## config.mk

```make
export PLATFORM = sky130hd
export DESIGN_NAME = first_fit_extent_allocator_unit
export DESIGN_NICKNAME = d
export VERILOG_FILES = /design/src/rtl/ffea_pkg.sv /design/src/rtl/ffea_front.sv /design/src/rtl/ffea_queue.sv /design/src/rtl/ffea_back.sv /design/src/rtl/first_fit_extent_allocator_unit.sv
export SDC_FILE = /design/constraint.sdc
export NUM_CORES = 1
export LEC_CHECK = 0
export BUFFER_PORTS_ARGS = -buffer_cell sky130_fd_sc_hd__clkbuf_2
export CAP_MARGIN = 20
export CORE_ASPECT_RATIO = 0.7
export CORE_MARGIN = 2
export CORE_UTILIZATION = 33
export CTS_BUF_LIST = sky130_fd_sc_hd__clkbuf_16
export CTS_CLUSTER_SIZE = 14
export DETAILED_ROUTE_END_ITERATION = 7
export PLACE_DENSITY = 0.58
export SETUP_SLACK_MARGIN = 0.5
export SKIP_LAST_GASP = 1
export SYNTH_ARGS = -nofsm -noshare
export SYNTH_HDL_FRONTEND = slang
export SYNTH_SLANG_ARGS = --single-unit
```

## constraint.sdc

```tcl
create_clock -name clk -period 6.5 [get_ports clk]
set_input_delay 0.325 -clock clk [delete_from_list [all_inputs] [get_ports clk]]
set_output_delay 0.325 -clock clk [all_outputs]
set_load 0.05 [all_outputs]
```

## src/rtl/ffea_pkg.sv

```systemverilog
package ffea_pkg;

  localparam int MEM_UNITS   = 1024;
  localparam int MAX_EXTENTS = 16;

  // address, size, extent count and list index widths
  localparam int AW = $clog2(MEM_UNITS);
  localparam int SW = AW + 1;
  localparam int CW = $clog2(MAX_EXTENTS + 1);
  localparam int IW = $clog2(MAX_EXTENTS);

  // command queue depth between front and back
  localparam int QDEPTH = 2;
  localparam int QPW    = $clog2(QDEPTH);
  localparam int QCW    = $clog2(QDEPTH + 1);

  // result status codes
  localparam logic [1:0] ST_GRANTED = 2'd0;
  localparam logic [1:0] ST_NOFIT   = 2'd1;
  localparam logic [1:0] ST_FREED   = 2'd2;
  localparam logic [1:0] ST_FULL    = 2'd3;

  // opcode values
  localparam logic OP_ALLOC = 1'b0;

  // command classes produced by the front
  typedef enum logic [1:0] {
    KIND_ALLOC    = 2'd0,
    KIND_FREE_NOP = 2'd1,
    KIND_FREE_ADD = 2'd2
  } kind_t;

  typedef struct packed {
    kind_t           kind;
    logic [SW-1:0]   size;
    logic [AW-1:0]   start;
    logic [AW-1:0]   last;
  } cmd_t;

  typedef struct packed {
    logic [AW-1:0] first;
    logic [AW-1:0] last;
  } ext_t;

endpackage

```

## src/rtl/ffea_front.sv

```systemverilog
module ffea_front (
  input  logic                  start,
  input  logic                  opcode,
  input  logic [ffea_pkg::SW-1:0] block_size,
  input  logic [ffea_pkg::AW-1:0] block_start,
  input  logic                  q_full,
  output logic                  busy,
  output logic                  push,
  output ffea_pkg::cmd_t        cmd
);

  logic [ffea_pkg::SW:0] end_sum;
  logic                  start_oob;

  // transfer when the queue has room
  assign busy = q_full;
  assign push = start && !q_full;

  // inclusive end of a freed block, saturated at the top of memory
  assign end_sum   = {1'b0, ffea_pkg::SW'(block_start)} + {1'b0, block_size}
                     - (ffea_pkg::SW + 1)'(1);
  assign start_oob = (ffea_pkg::SW'(block_start) >= ffea_pkg::SW'(ffea_pkg::MEM_UNITS));

  // classify the item
  always_comb begin
    cmd.size  = block_size;
    cmd.start = block_start;
    if (end_sum > (ffea_pkg::SW + 1)'(ffea_pkg::MEM_UNITS - 1)) begin
      cmd.last = ffea_pkg::AW'(ffea_pkg::MEM_UNITS - 1);
    end else begin
      cmd.last = end_sum[ffea_pkg::AW-1:0];
    end
    if (opcode == ffea_pkg::OP_ALLOC) begin
      cmd.kind = ffea_pkg::KIND_ALLOC;
    end else if (block_size == '0 || start_oob) begin
      cmd.kind = ffea_pkg::KIND_FREE_NOP;
    end else begin
      cmd.kind = ffea_pkg::KIND_FREE_ADD;
    end
  end

endmodule

```

## src/rtl/ffea_queue.sv

```systemverilog
module ffea_queue (
  input  logic           clk,
  input  logic           rst,
  input  logic           push,
  input  ffea_pkg::cmd_t push_data,
  input  logic           pop,
  output logic           q_valid,
  output ffea_pkg::cmd_t q_data,
  output logic           q_full
);

  ffea_pkg::cmd_t               mem [ffea_pkg::QDEPTH];
  logic [ffea_pkg::QPW-1:0]     wptr;
  logic [ffea_pkg::QPW-1:0]     rptr;
  logic [ffea_pkg::QCW-1:0]     fill;

  assign q_valid = (fill != '0);
  assign q_full  = (fill == ffea_pkg::QCW'(ffea_pkg::QDEPTH));
  assign q_data  = mem[rptr];

  // pointers and fill level
  always_ff @(posedge clk) begin
    if (rst) begin
      wptr <= '0;
      rptr <= '0;
      fill <= '0;
    end else begin
      if (push) begin
        wptr <= (wptr == ffea_pkg::QPW'(ffea_pkg::QDEPTH - 1)) ? '0 : wptr + 1'b1;
      end
      if (pop) begin
        rptr <= (rptr == ffea_pkg::QPW'(ffea_pkg::QDEPTH - 1)) ? '0 : rptr + 1'b1;
      end
      if (push && !pop) begin
        fill <= fill + 1'b1;
      end else if (pop && !push) begin
        fill <= fill - 1'b1;
      end
    end
  end

  // storage
  always_ff @(posedge clk) begin
    if (push) begin
      mem[wptr] <= push_data;
    end
  end

endmodule

```

## src/rtl/ffea_back.sv

```systemverilog
module ffea_back (
  input  logic                    clk,
  input  logic                    rst,
  input  logic                    q_valid,
  input  ffea_pkg::cmd_t          q_data,
  output logic                    pop,
  output logic                    result_valid,
  output logic [1:0]              status,
  output logic [ffea_pkg::AW-1:0] granted_address
);

  typedef enum logic [1:0] {
    S_IDLE = 2'b01,
    S_SCAN = 2'b10
  } state_t;

  state_t                   state;
  ffea_pkg::cmd_t           cmd;
  ffea_pkg::ext_t           ext [ffea_pkg::MAX_EXTENTS];
  logic [ffea_pkg::CW-1:0]  count;
  logic [ffea_pkg::CW-1:0]  scan_cnt;

  logic [ffea_pkg::SW-1:0]  head_len;
  logic                     head_fit;
  logic                     has_rem;
  logic [ffea_pkg::CW-1:0]  count_m1;
  logic [ffea_pkg::CW-1:0]  rem_pos;
  ffea_pkg::ext_t           rem_ext;

  assign pop = (state == S_IDLE) && q_valid;

  // head extent test; the scan rotates the list so the candidate is always at the head
  assign head_len = {1'b0, ext[0].last} - {1'b0, ext[0].first} + ffea_pkg::SW'(1);
  assign head_fit = (head_len >= cmd.size);
  assign has_rem  = (head_len > cmd.size);
  assign count_m1 = count - 1'b1;
  assign rem_pos  = count_m1 - scan_cnt;
  assign rem_ext.first = ffea_pkg::AW'({1'b0, ext[0].first} + cmd.size);
  assign rem_ext.last  = ext[0].last;

  // control
  always_ff @(posedge clk) begin
    if (rst) begin
      state        <= S_IDLE;
      count        <= ffea_pkg::CW'(1);
      scan_cnt     <= '0;
      result_valid <= 1'b0;
    end else begin
      result_valid <= 1'b0;
      case (state)
        S_IDLE: begin
          if (q_valid) begin
            scan_cnt <= '0;
            case (q_data.kind)
              ffea_pkg::KIND_ALLOC: begin
                state <= S_SCAN;
              end
              ffea_pkg::KIND_FREE_ADD: begin
                result_valid <= 1'b1;
                if (count < ffea_pkg::CW'(ffea_pkg::MAX_EXTENTS)) begin
                  count <= count + 1'b1;
                end
              end
              default: begin
                result_valid <= 1'b1;
              end
            endcase
          end
        end
        S_SCAN: begin
          if (scan_cnt == count) begin
            result_valid <= 1'b1;
            state        <= S_IDLE;
          end else if (head_fit) begin
            result_valid <= 1'b1;
            state        <= S_IDLE;
            if (!has_rem) begin
              count <= count_m1;
            end
          end else begin
            scan_cnt <= scan_cnt + 1'b1;
          end
        end
        default: begin
          state <= S_IDLE;
        end
      endcase
    end
  end

  // command register and result fields
  always_ff @(posedge clk) begin
    if (pop) begin
      cmd <= q_data;
    end
    case (state)
      S_IDLE: begin
        granted_address <= '0;
        if (q_data.kind == ffea_pkg::KIND_FREE_ADD &&
            count >= ffea_pkg::CW'(ffea_pkg::MAX_EXTENTS)) begin
          status <= ffea_pkg::ST_FULL;
        end else begin
          status <= ffea_pkg::ST_FREED;
        end
      end
      default: begin
        if (scan_cnt != count && head_fit) begin
          status          <= ffea_pkg::ST_GRANTED;
          granted_address <= ext[0].first;
        end else begin
          status          <= ffea_pkg::ST_NOFIT;
          granted_address <= '0;
        end
      end
    endcase
  end

  // extent list: append on free, rotate while scanning, splice on a hit
  always_ff @(posedge clk) begin
    if (rst) begin
      ext[0].first <= '0;
      ext[0].last  <= ffea_pkg::AW'(ffea_pkg::MEM_UNITS - 1);
    end else begin
      for (int i = 0; i < ffea_pkg::MAX_EXTENTS; i++) begin
        if (state == S_IDLE) begin
          if (q_valid && q_data.kind == ffea_pkg::KIND_FREE_ADD &&
              count == ffea_pkg::CW'(i)) begin
            ext[i].first <= q_data.start;
            ext[i].last  <= q_data.last;
          end
        end else if (scan_cnt != count) begin
          if (head_fit) begin
            if (has_rem) begin
              if (ffea_pkg::CW'(i) < rem_pos) begin
                ext[i] <= ext[(i + 1) % ffea_pkg::MAX_EXTENTS];
              end else if (ffea_pkg::CW'(i) == rem_pos) begin
                ext[i] <= rem_ext;
              end
            end else if (ffea_pkg::CW'(i) < count_m1) begin
              ext[i] <= ext[(i + 1) % ffea_pkg::MAX_EXTENTS];
            end
          end else begin
            if (ffea_pkg::CW'(i) < count_m1) begin
              ext[i] <= ext[(i + 1) % ffea_pkg::MAX_EXTENTS];
            end else if (ffea_pkg::CW'(i) == count_m1) begin
              ext[i] <= ext[0];
            end
          end
        end
      end
    end
  end

endmodule

```

## src/rtl/first_fit_extent_allocator_unit.sv

```systemverilog
// First-fit extent allocator. Raise start for one cycle with opcode (0 allocate,
// 1 free), block_size and block_start; the item transfers when busy is low. Each
// item gives exactly one result, shown for a single cycle with result_valid high;
// the receiver cannot stall it, so it must take status and granted_address then.
// A free passes through the command queue and then the registered result. An
// allocate tests one extent per cycle at the head of the list, up to the first
// one that fits or, when nothing fits, every extent in the list. A two-entry
// command queue lets up to two further items transfer while a scan runs; busy
// rises when it is full.
module first_fit_extent_allocator_unit (
  input  logic                    clk,
  input  logic                    rst,
  input  logic                    start,
  output logic                    busy,
  input  logic                    opcode,
  input  logic [ffea_pkg::SW-1:0] block_size,
  input  logic [ffea_pkg::AW-1:0] block_start,
  output logic                    result_valid,
  output logic [1:0]              status,
  output logic [ffea_pkg::AW-1:0] granted_address
);

  logic           push;
  logic           pop;
  logic           q_valid;
  logic           q_full;
  ffea_pkg::cmd_t push_cmd;
  ffea_pkg::cmd_t q_cmd;

  ffea_front u_front (
    .start       (start),
    .opcode      (opcode),
    .block_size  (block_size),
    .block_start (block_start),
    .q_full      (q_full),
    .busy        (busy),
    .push        (push),
    .cmd         (push_cmd)
  );

  ffea_queue u_queue (
    .clk       (clk),
    .rst       (rst),
    .push      (push),
    .push_data (push_cmd),
    .pop       (pop),
    .q_valid   (q_valid),
    .q_data    (q_cmd),
    .q_full    (q_full)
  );

  ffea_back u_back (
    .clk             (clk),
    .rst             (rst),
    .q_valid         (q_valid),
    .q_data          (q_cmd),
    .pop             (pop),
    .result_valid    (result_valid),
    .status          (status),
    .granted_address (granted_address)
  );

endmodule
```

# Yosys cells after proc, flatten, opt, wreduce, memory -nomap -nowiden
# Memory sizes are Yosys's and may differ from the RTL's. A register that Yosys moved wholly into a read port is not among the register bits.
# Index checks and enable logic that the tools add are counted.
[totals]
regBits = 40
mem_bits_rw = 386
in_bits = 25
out_inout_bits = 14
wordCells = 980
n_memories = 2
[memory_table]
columns = ["name", "depth", "word_bits", "read_ports", "rd_ports_with_merged_regs", "wr", "line_no", "rtl"]
rows = [
  ["u_back.ext", 16, 20, 16, 0, 16, "ffea_back.sv:19", "ffea_pkg::ext_t ext [ffea_pkg::MAX_EXTENTS];"],
  ["u_queue.mem", 2, 33, 1, 1, 1, "ffea_queue.sv:12", "ffea_pkg::cmd_t mem [ffea_pkg::QDEPTH];"],
]
[op_classes]
addsub = 13
order_cmp = 37
n_eq_ne = 60
mux = 732
bitwise_logic = 88
reduce_logical = 38
[op_table]
columns = ["op", "count"]
rows = [
  ["2-to-1 mux 20 bit", 75],
  ["2-to-1 mux 1 bit", 622],
  ["2-to-1 mux 10 bit", 13],
  ["OR 1 bit", 87],
  ["equality test 4 x 5 -> 1 bit (first input constant)", 16],
  ["< comparator 4 x 5 -> 1 bit (first input constant)", 16],
  ["2-to-1 mux 5 bit", 9],
  ["equality test 3 x 5 -> 1 bit (first input constant)", 8],
  ["equality test 5 x 4 -> 1 bit (second input constant)", 8],
  ["< comparator 3 x 5 -> 1 bit (first input constant)", 8],
  ["logical AND 1 bit", 23],
  ["equality test 2 x 5 -> 1 bit (first input constant)", 4],
  ["equality test 5 x 3 -> 1 bit (second input constant)", 4],
  ["< comparator 1 x 5 -> 1 bit (first input constant)", 4],
  ["< comparator 2 x 5 -> 1 bit (first input constant)", 4],
  ["case mux 5 bit (2 select lines)", 2],
  ["2-to-1 mux 2 bit", 9],
  ["zero test 5 bit", 3],
  ["adder 10 x 11 -> 12 bit", 1],
  ["> comparator 12 x 10 -> 1 bit (second input constant)", 1],
  ["inequality test 2 bit (second input constant)", 6],
  ["subtractor 12 x 1 -> 12 bit (second input constant)", 1],
  ["adder 11 x 1 -> 11 bit (second input constant)", 1],
  [">= comparator 11 bit", 1],
  ["31 further kinds", 42],
]

# Logic depth before layout (Yosys ltp)
[depth]
word_depth = 15
mapped_depth = 27
depth_no_buf = 23

# By module
# A second synthesis with hierarchy kept.
[unflattened]
hier_cells = 2365
hier_area_um2 = 25087.8
[by_module_without_submodules]
columns = ["mod", "n_inst", "cells_each", "area_per_inst_um2", "seq_area_each_um2"]
rows = [
  ["ffea_back", 1, 2075, 21356.7, 10440.0],
  ["ffea_queue", 1, 125, 2591.2, 2082.0],
  ["ffea_front", 1, 165, 1139.8, 0.0],
]

# Least setup slack after synthesis
# Ideal clock, no wire load.
[synth_path]
kind = "reg2reg"
startpoint = "memory u_back.ext[0][1] (netlist name)"
endpoint = "memory u_back.ext[6][0] (netlist name) (enable)"
setup_time_ns = 0.400
arrival_time_ns = 5.200
t_required_ns = 6.100
path_slack_ns = 0.900
path_stages_with_launch = 26
n_path_buf = 2
period_less_slack_ns = 5.600
path_cell_list = "edfxtp_1 > clkbuf_1 > inv_1 > ha_1 > inv_1 > ha_1 > inv_1 > fa_1 > nor2b_1 > o21ai_0 > a21boi_0 > o21a_1 > o21ai_0 > nand2b_1 > a21oi_1 > xnor2_1 > ha_1 > nand3_1 > or2_1 > or2_2 > o21a_1 > buf_2 > a211oi_1 > a211oi_4 > nor2_1 > nand2_1"
[synth_rtl]
columns = ["element", "line_no"]
rows = [
  ["start: declaration", "ffea_back.sv:19"],
]

==> results.ini <==
[floorplan]
dieArea_um2 = 75900
die_width_um = 328
fp.dieH_um = 231
core_um2 = 73100
initial_core_util_pct = 33.2
ios = 39
num_rows = 83

[route]
detail-route-antenna-nets = 0
routed-via-count = 20800
via_per_inst = 6.17
wire_per_inst_um = 26.8
totalWireLength_um = 90500
first_pass_iters = 6
first_iter_violations = 2640
drc = 0

[logic_synthesis]
synthCells = 2300
yosysWarnings = 0
synth-async-reset-ratio_pct = 0
syn_area_per_cell_um2 = 10.6
ys_ff_latch = 427
ys_types = 91
synth-main-ff-cell = edfxtp_1
syn_nets = 2402
synth-edff-count = 397
netlist_area_um2 = 24300
synth-seq-area-share_pct = 51.5

[finish]
most-common-layout-cells = edfxtp_1 (397), nand2_1 (188), nor2_1 (164)
multi_input_area_um2 = 10800
final_nets = 2468
final_common_cell = edfxtp_1
final_cell_area_um2 = 27800
diodes = 0
areaGrowthSynthToFinish_pct = 14.2
drive_gt1_share_pct = 16.2
seq_area_um2 = 12500
fillCellCount = 7108

[placement]
place_area_um2 = 26100
place_congestion = 0.994
hpwlAfterDp_um = 67600
port_buffers = 38

[timing]
timing.hold.ws_ps = 17.0
grt_setup_unrepaired = no
relSlewSlack_pct = 17.3
finalSetupViolCount = 0
fin_tns_setup_ps = 0
fmax_mhz = 180
hold_violations = 0
worstMarginPinSlew_ps = 1240
period_minus_slack_ps = 5550
skew_ps = 21.5
drv_slew = 0
finalCritPeriodShare_pct = 85.4

[grt]
grt.overflow.total = 0
antenna_found_initial = 3
grt_pass1_wl_um = 132000
gr-usage-all-layers_pct = 23.3
grt_pass1_vias = 19600
grt_max_degree = 54

[worst_setup_path]
r2r_slack_ps = 950
crit_required_ps = 6830
end_kind = flop
worstSetupPathType = flop to flop
setup.worst_path.start = u_back.ext[0][1]
critPathLaunchType = flop
arrival_ps = 5880
reg2reg_depth = 24
rr_endpoint = u_back.ext[0][11]
rr_startpoint = u_back.ext[0][1]
path_max_fanout = 16

[pwr]
peakVddDrop_mv = 0.524
leakage_nw = 9.54
power.density_nw_per_um2 = 570
total_power_w = 0.0158

[clock_tree]
cts_buffers = 42
cts_max_level = 2
insertion_delay_ps = 590
cts.clk_slew.worst_paths_ps = 70
clockRootBuffer = clkbuf_16
tritoncts = built
clockBufferDepth = 3
clkSinkCount = 427

[run]
drv_cap = 0

[run_status]
outcome = finished, final reports clean

[worst_hold_path]
whs_path_depth = 1
min-delay-start = block_size[9]
holdCritPathClass = input port to flop
holdPathEnd = u_queue.mem[0][29]

[cells in the mapped netlist, drive strengths merged (18+ instances only)]
master   number  area, um^2
edfxtp      397       11900
nand2       193         743
nor2        175         669
a21oi       143         719
o21ai       138         713
clkbuf      121         454
o22ai       109         688
a22oi        98         736
inv          95         357
ha           73         913
buf          61         348
nand3        56         293
a31oi        49         307
mux2i        39         390
nor3         37         245
a221oi       33         289
mux2         32         360
o211ai       32         240
dfxtp        30         601
xnor2        30         285
a211oi       28         268
o221ai       27         236
nor4         23         231
xor2         21         184
nand2b       20         125
nand4        20         140
o2bb2ai      19         166
o221a        18         203
[sequential cells by signal (all words and copies together), names as in the netlist, named ones only]
register and flops:
u_back.status 2, u_queue.fill 2, u_back.result_valid 1, u_queue.rptr 1, u_queue.mem 66, u_queue.wptr 1
u_back.state 2, u_back.ext 320, u_back.count 5, u_back.granted_address 10, u_back.scan_cnt 5, u_back.cmd 11
[report_power, final]
| part | internal (W) | total [W] | switching [W] |
|---|---|---|---|
| Sequential | 0.00412 | 0.00444 | 0.000314 |
| Clock | 0.00127 | 0.00240 | 0.00113 |
| Combinational | 0.00279 | 0.00898 | 0.00619 |
[logic make-up after synthesis]
logic type	share of synthesized area, %
flip-flops	51.5
AO/OA/AOI/OAI	22.5
multiplexers	3.09
adder cells (fa/ha/maj)	4.09
XOR/XNOR	1.93
buffers and inverters	4.84
AND/OR/NAND/NOR	12.0
[layer usage]
layer | wire (um) | global-route usage (%) | vias up
li1 | - | - | 9018
met1 | 40800 | 34.8 | 10300
met2 | 34300 | 30.3 | 1295
met3 | 13100 | 9.82 | 147
met4 | 2080 | 5.38 | 5
met5 | 224 | 2.17 | -
[worst max path at each step]
stage / end
6_report: u_back.ext[0][11]
5_1_grt: u_back.ext[14][13]
4_1_cts: u_back.ext[13][11]
3_3_place_gp: u_back.ext[9][8]
3_5_place_dp: u_back.ext[9][1]
2_1_floorplan: u_back.ext[6][0]
[what timing repair did]
| item | CTS | global route |
|---|---|---|
| buffers inserted | 0 | 5 |
| hold endpoints to repair | 35 | 0 |
| pin swaps | 0 | 1 |
| setup endpoints to repair | 63 | 552 |
| gates resized for setup | 3 | 31 |
| hold buffers | 18 | 0 |
[metrics by stage]
step | cells | util, % | worst slack, ps
final | 3375 | 38.0 | 950
after CTS | 3368 | 37.7 | 585
after global routing | 3375 | 38.0 | 519
after detailed placement | 3274 | 35.7 | 444
after global placement | 3274 | 35.7 | 440
after floorplan | 2300 | - | 900
[cell type report]
type | count | share of cell area [%]
tap | 977 | 4.40
clock inverter | 32 | 0.690
clock buffer | 44 | 3.97
multi-input combinational | 1591 | 39.0
timing repair buffer | 204 | 5.48
inverter | 100 | 1.35
sequential | 427 | 45.1
[critical path, cell delays in order (launching register included)]
cell	delay (ps)
edfxtp_1	390
inv_1	120
ha_1	250
inv_1	70
ha_1	190
inv_1	70
fa_1	460
nor2b_1	110
o21ai_0	120
a21boi_1	210
o21a_1	150
o21ai_0	80
nand2b_1	90
a21oi_1	80
xnor2_1	130
ha_1	290
nand3_1	80
or2_1	280
a31oi_2	360
o21ai_4	130
buf_12	190
nor2_1	430
buf_4	260
nand3_1	330
o221a_2	390
No activity file was read; power rests on OpenSTA's default activity.
